$ cat src/rtl/core/ptu_pkg.sv
// ----------------------------------------------------------------------------
// Pyrogenic threshold update: shared package
// Widths, register indexes, request and response structures and helpers
// used across the threshold update block.
// ----------------------------------------------------------------------------
package ptu_pkg;

  // Number of Euler sub-steps per time step.
  localparam int SUB_STEPS = 11;
  localparam int SUB_W     = (SUB_STEPS > 1) ? $clog2(SUB_STEPS) : 1;

  // Field widths.
  localparam int DENS_W   = 48;
  localparam int SUM_W    = DENS_W + 1;
  localparam int COEF_W   = 64;
  localparam int PROB_W   = 33;
  localparam int WIDE_W   = 128;
  localparam int HALF_W   = COEF_W / 2;
  localparam int DPROD_W  = 2 * SUM_W;
  localparam int MAG_LO   = 40;
  localparam int MAG_W    = DENS_W + COEF_W - MAG_LO;
  localparam int NUM_SH   = 8;
  localparam int PROB_SH  = 32;

  // Configuration port.
  localparam int ADDR_W = 6;
  localparam int DATA_W = 64;

  localparam logic [2:0] REG_MODE    = 3'd0;
  localparam logic [2:0] REG_INIT    = 3'd1;
  localparam logic [2:0] REG_YSTAR1  = 3'd2;
  localparam logic [2:0] REG_YSTAR2  = 3'd3;
  localparam logic [2:0] REG_GROWTH  = 3'd4;
  localparam logic [2:0] REG_DECAY   = 3'd5;

  localparam logic       MODE_PROB   = 1'b0;

  localparam logic [PROB_W-1:0] ONE_Q32 = {1'b1, {(PROB_W-1){1'b0}}};
  localparam logic [DENS_W-1:0] MAX_THR = {DENS_W{1'b1}};

  typedef struct packed {
    logic              mode;
    logic [DENS_W-1:0] initial_threshold;
    logic [DENS_W-1:0] critical_density_one;
    logic [DENS_W-1:0] critical_threshold_two;
    logic [COEF_W-1:0] growth_coefficient;
    logic [COEF_W-1:0] decay_coefficient;
  } cfg_t;

  typedef struct packed {
    logic              start;
    logic [COEF_W-1:0] opa;
    logic [COEF_W-1:0] opb;
  } mul_req_t;

  typedef struct packed {
    logic              busy;
    logic              done;
    logic [WIDE_W-1:0] prod;
  } mul_rsp_t;

  typedef struct packed {
    logic              start;
    logic [WIDE_W-1:0] num;
    logic [WIDE_W-1:0] den;
  } div_req_t;

  typedef struct packed {
    logic              busy;
    logic              done;
    logic [WIDE_W-1:0] quot;
  } div_rsp_t;

  // Clamp a wide unsigned value to the threshold range.
  function automatic logic [DENS_W-1:0] sat_thr(input logic [WIDE_W-1:0] x);
    logic [DENS_W-1:0] r;
    if (x[WIDE_W-1:DENS_W] != '0) begin
      r = MAX_THR;
    end else begin
      r = x[DENS_W-1:0];
    end
    return r;
  endfunction

endpackage

$ cat src/rtl/core/ptu_mul.sv
// ----------------------------------------------------------------------------
// Pyrogenic threshold update: shared multiplier
// 64 x 64 unsigned product built from four 32 x 32 partial products,
// one per cycle, accumulated into a 128-bit register.
// ----------------------------------------------------------------------------
module ptu_mul import ptu_pkg::*; (
  input  logic     clk,
  input  logic     rst,
  input  mul_req_t req,
  output mul_rsp_t rsp
);

  logic [COEF_W-1:0] opa;
  logic [COEF_W-1:0] opb;
  logic [2:0]        cnt;
  logic [1:0]        pp_idx;
  logic [COEF_W-1:0] pp;
  logic [WIDE_W-1:0] acc;
  logic              busy;
  logic              done;
  logic [HALF_W-1:0] sel_a;
  logic [HALF_W-1:0] sel_b;
  logic [WIDE_W-1:0] pp_shifted;

  // Operand halves for the current partial product.
  assign sel_a = cnt[1] ? opa[COEF_W-1:HALF_W] : opa[HALF_W-1:0];
  assign sel_b = (cnt[1:0] == 2'd1 || cnt[1:0] == 2'd3) ?
                 opb[COEF_W-1:HALF_W] : opb[HALF_W-1:0];

  // Weight of the registered partial product.
  always_comb begin
    case (pp_idx)
      2'd0:    pp_shifted = WIDE_W'(pp);
      2'd3:    pp_shifted = {pp, {COEF_W{1'b0}}};
      default: pp_shifted = WIDE_W'(pp) << HALF_W;
    endcase
  end

  // Multiply in one cycle, accumulate in the next.
  always_ff @(posedge clk) begin
    if (rst) begin
      busy <= 1'b0;
      done <= 1'b0;
      cnt  <= '0;
    end else begin
      done <= 1'b0;
      if (req.start) begin
        busy <= 1'b1;
        cnt  <= '0;
      end else if (busy) begin
        cnt <= cnt + 3'd1;
        if (cnt == 3'd4) begin
          busy <= 1'b0;
          done <= 1'b1;
        end
      end
    end
  end

  always_ff @(posedge clk) begin
    if (req.start) begin
      opa <= req.opa;
      opb <= req.opb;
      acc <= '0;
    end else if (busy) begin
      pp     <= sel_a * sel_b;
      pp_idx <= cnt[1:0];
      if (cnt != 3'd0) begin
        acc <= acc + pp_shifted;
      end
    end
  end

  assign rsp.busy = busy;
  assign rsp.done = done;
  assign rsp.prod = acc;

endmodule

$ cat config.mk
export PLATFORM = sky130hd
export DESIGN_NAME = ptu_mul
export DESIGN_NICKNAME = d
export VERILOG_FILES = /design/src/rtl/core/ptu_pkg.sv /design/src/rtl/core/ptu_mul.sv
export SDC_FILE = /design/constraint.sdc
export NUM_CORES = 2
export LEC_CHECK = 0
export ABC_CLOCK_PERIOD_IN_PS = 10300
export BUFFER_PORTS_ARGS = -buffer_cell sky130_fd_sc_hd__buf_2
export CAP_MARGIN = 40
export CORE_ASPECT_RATIO = 0.9
export CORE_MARGIN = 5
export CORE_UTILIZATION = 55
export CTS_BUF_LIST = sky130_fd_sc_hd__clkbuf_16
export DETAILED_ROUTE_END_ITERATION = 10
export PLACE_DENSITY = 0.83
export SYNTH_ARGS = -nofsm -noshare
export SYNTH_HDL_FRONTEND = slang
export SYNTH_SLANG_ARGS = --single-unit
$ cat constraint.sdc
create_clock -name clk -period 10.3 [get_ports clk]
set_clock_uncertainty 0.2 [all_clocks]
set_input_delay 1.545 -clock clk [delete_from_list [all_inputs] [get_ports clk]]
set_output_delay 1.545 -clock clk [all_outputs]
set_load 0.01 [all_outputs]
==> out/results.tsv <==
metric	value	unit
cts_root_buffer	clkbuf_16	
worst_slew_pin_slew	1.10	ns
synth.distinct_cells	91	
syn_inst	5981	
hold_buffers	0	
grt-ovfl-total	0	
end_kind	flop	
drtIter0Drc	5180	
syn_nets	7404	
synth-seq-area-share	16.0	%
yosys_warnings	0	
vias	45500	
netlist_area	53100	sq um
slowest_delay	0.81	ns
antenna_found_initial	8	
cp.arrival	10.18	ns
cts_buffers	39	
grt_pass1_wl	282000	microns
hold_path_class	reg2reg	
crit_required	10.47	ns
dieHeight	305	microns
dieArea	103000	sq um
fin_tns_setup	0	ns
critPathMaxFanout	9	
clkTransAtPathRegs	0.06	ns
worst_path_max_delay_cell	mux2i_2	
gp_congestion	1.04	
path_class	reg2reg	
finalSetupViolations	0	
final_cells	7388	
synth_area_leaders	fa_1, edfxtp_1, ha_1, inv_1, nand2_1	
cts_tree	done	
drc	0	
critical_path.most_common_cell	fa_1	
ys.flop_type	edfxtp_1	
wl_per_cell	25.6	microns
grt_start_max_net_pins	126	
ctsHtreeMaxLevel	2	
dp.cells	7307	
cts_resized	0	
n_fill_cell	8176	
slew_violations	0	
first_global_vias	46300	
start_util	55.3	%
max_freq	0.0999	GHz
die_w	337	microns
core-area	96100	sq um
cap_violations	0	
holdWs	0.271	ns
slew_headroom	25.5	%
path_buf_inv	4	
clockBufferDepth	3	
reg2reg_setup_slack	0.29	ns
post_cts_buffers	0	
port_buffers	260	
grt_setup_unrepaired	false	
crit_family	adder cells	
avgSynthCellArea	8.88	sq um
drive_gt1_share	10.1	%
hold_viol_final	0	
synth_top_area_share	33.8	%
synth_edf_count	194	
wirelength	189000	microns
finalCritPeriodShare	97.2	%
status	finished clean	
yosysTopAreaCell	fa_1	
place_hpwl	151000	microns
crit_path_start_kind	flop	
clkLatencyLatePin	0.64	ns
vias_per_cell	6.16	
min_period	10.01	ns
track_usage	36.6	%
first_pass_iters	8	
final_nets	7508	
clock-sinks	327	
finish.utilization	59.7	%
syn_to_final_growth	8.05	%
postRouteAntennaNets	0	
pin_count	261	
async_flop_share	0	%
ys_seq_elements	327	
row_count	108	
-- worst reg2reg max path, delay by kind of cell (launching register included) --
| kind | cells | cell delay [ns] |
|---|---|---|
| adders and majority gates | 10 | 4.63 |
| AOI/OAI and AO/OA | 9 | 2.49 |
| muxes | 1 | 0.81 |
| and+or+nand+nor | 2 | 0.67 |
| buffers and inverters | 4 | 0.50 |
| DFF | 1 | 0.38 |
| xor gates and xnor gates | 1 | 0.09 |
-- cell usage in the layout, fill, tap and decap left out, types with 12 or more instances in the layout --
cell	synthesis	layout
and2_1	66	66
nand4_1	95	95
nor2_1	736	733
a21o_1	103	103
dfxtp_1	133	132
o21bai_1	67	67
a211oi_1	15	15
nand3_1	30	30
a22o_1	98	98
mux2i_1	65	22
nand2_1	763	763
o21a_1	34	34
inv_1	965	971
clkbuf_16	0	39
xor2_1	59	59
a21oi_1	347	347
and3_1	12	12
nand2b_1	16	16
buf_2	12	259
mux2_2	61	61
xnor2_1	122	122
mux2i_2	0	42
a31oi_1	16	16
o31ai_1	14	14
o21ai_0	137	136
o21ai_1	14	14
ha_1	395	394
buf_4	2	114
nor3_1	32	32
fa_1	897	897
edfxtp_1	194	194
nor2b_1	20	17
-- cell usage after synthesis, types with 8 or more instances --
master and instances:
inv_1 965, fa_1 897, nand2_1 763, nor2_1 736, ha_1 395, a21oi_1 347, clkbuf_1 290, edfxtp_1 194
o21ai_0 137, dfxtp_1 133, xnor2_1 122, a21o_1 103, a22o_1 98, nand4_1 95, o21bai_1 67, and2_1 66
mux2i_1 65, mux2_2 61, xor2_1 59, o21a_1 34, nor3_1 32, nand3_1 30, nor2b_1 20, buf_1 17
a31oi_1 16, nand2b_1 16, a211oi_1 15, o21ai_1 14, o31ai_1 14, and3_1 12, buf_2 12, or3_1 11
a21oi_2 9, a21boi_0 8, a221oi_1 8, o221ai_1 8
-- metrics by stage --
stage	cell area (sq um)	setup WS, ns
finish	57400	0.287
global route	57300	0.00352
CTS	57300	0.400
detailed placement	56000	0.439
global placement	55900	0.656
floorplan	53100	0.0489
-- registers in the layout, indices dropped and copies added, names as in the netlist --
register / count
pp_idx: 2
pp: 64
done: 1
acc: 128
busy: 1
cnt: 3
opa: 64
opb: 64
-- per-layer routing --
metal  GRT usage, %  wire [microns]
met5              0              34
met4           22.9           15600
met1           46.3           67700
met3           13.0           26200
met2           53.5           79800
-- worst paths after layout --
check,startpoint,endpoint,depth (start not counted)
setup reg to reg,cnt[1]$_SDFFE_PP0P_,pp[62]$_DFFE_PP_,27
hold reg to reg,acc[32]$_SDFFE_PP0P_,acc[32]$_SDFFE_PP0P_,2
hold / removal,acc[32]$_SDFFE_PP0P_,acc[32]$_SDFFE_PP0P_,2
setup / recovery,cnt[1]$_SDFFE_PP0P_,pp[62]$_DFFE_PP_,27
-- layout make-up --
cell class / count / area, sq um / share of cell area [%]
diodes: 7 / 17.5 / 0.0305
clock buffers: 39 / 976 / 1.70
clock inverters: 33 / 360 / 0.628
inverters: 965 / 3620 / 6.31
multi-input cells: 4365 / 39900 / 69.6
flip-flops and latches: 327 / 8490 / 14.8
well taps: 1265 / 1580 / 2.76
repair buffers: 387 / 2360 / 4.12
-- kinds of logic after synthesis --
logic type	Yosys count	synth area share, %
AO/OA/AOI/OAI	957	12.0
XOR/XNOR	181	2.99
adder cells (fa/ha/maj)	1292	43.1
buffers and inverters	1289	9.19
flip-flops	327	16.0
multiplexers	129	2.58
AND/OR/NAND/NOR	1806	14.1
Power is not shown: default switching activity piles up to over one toggle a cycle in this logic, so the estimate is an artifact.
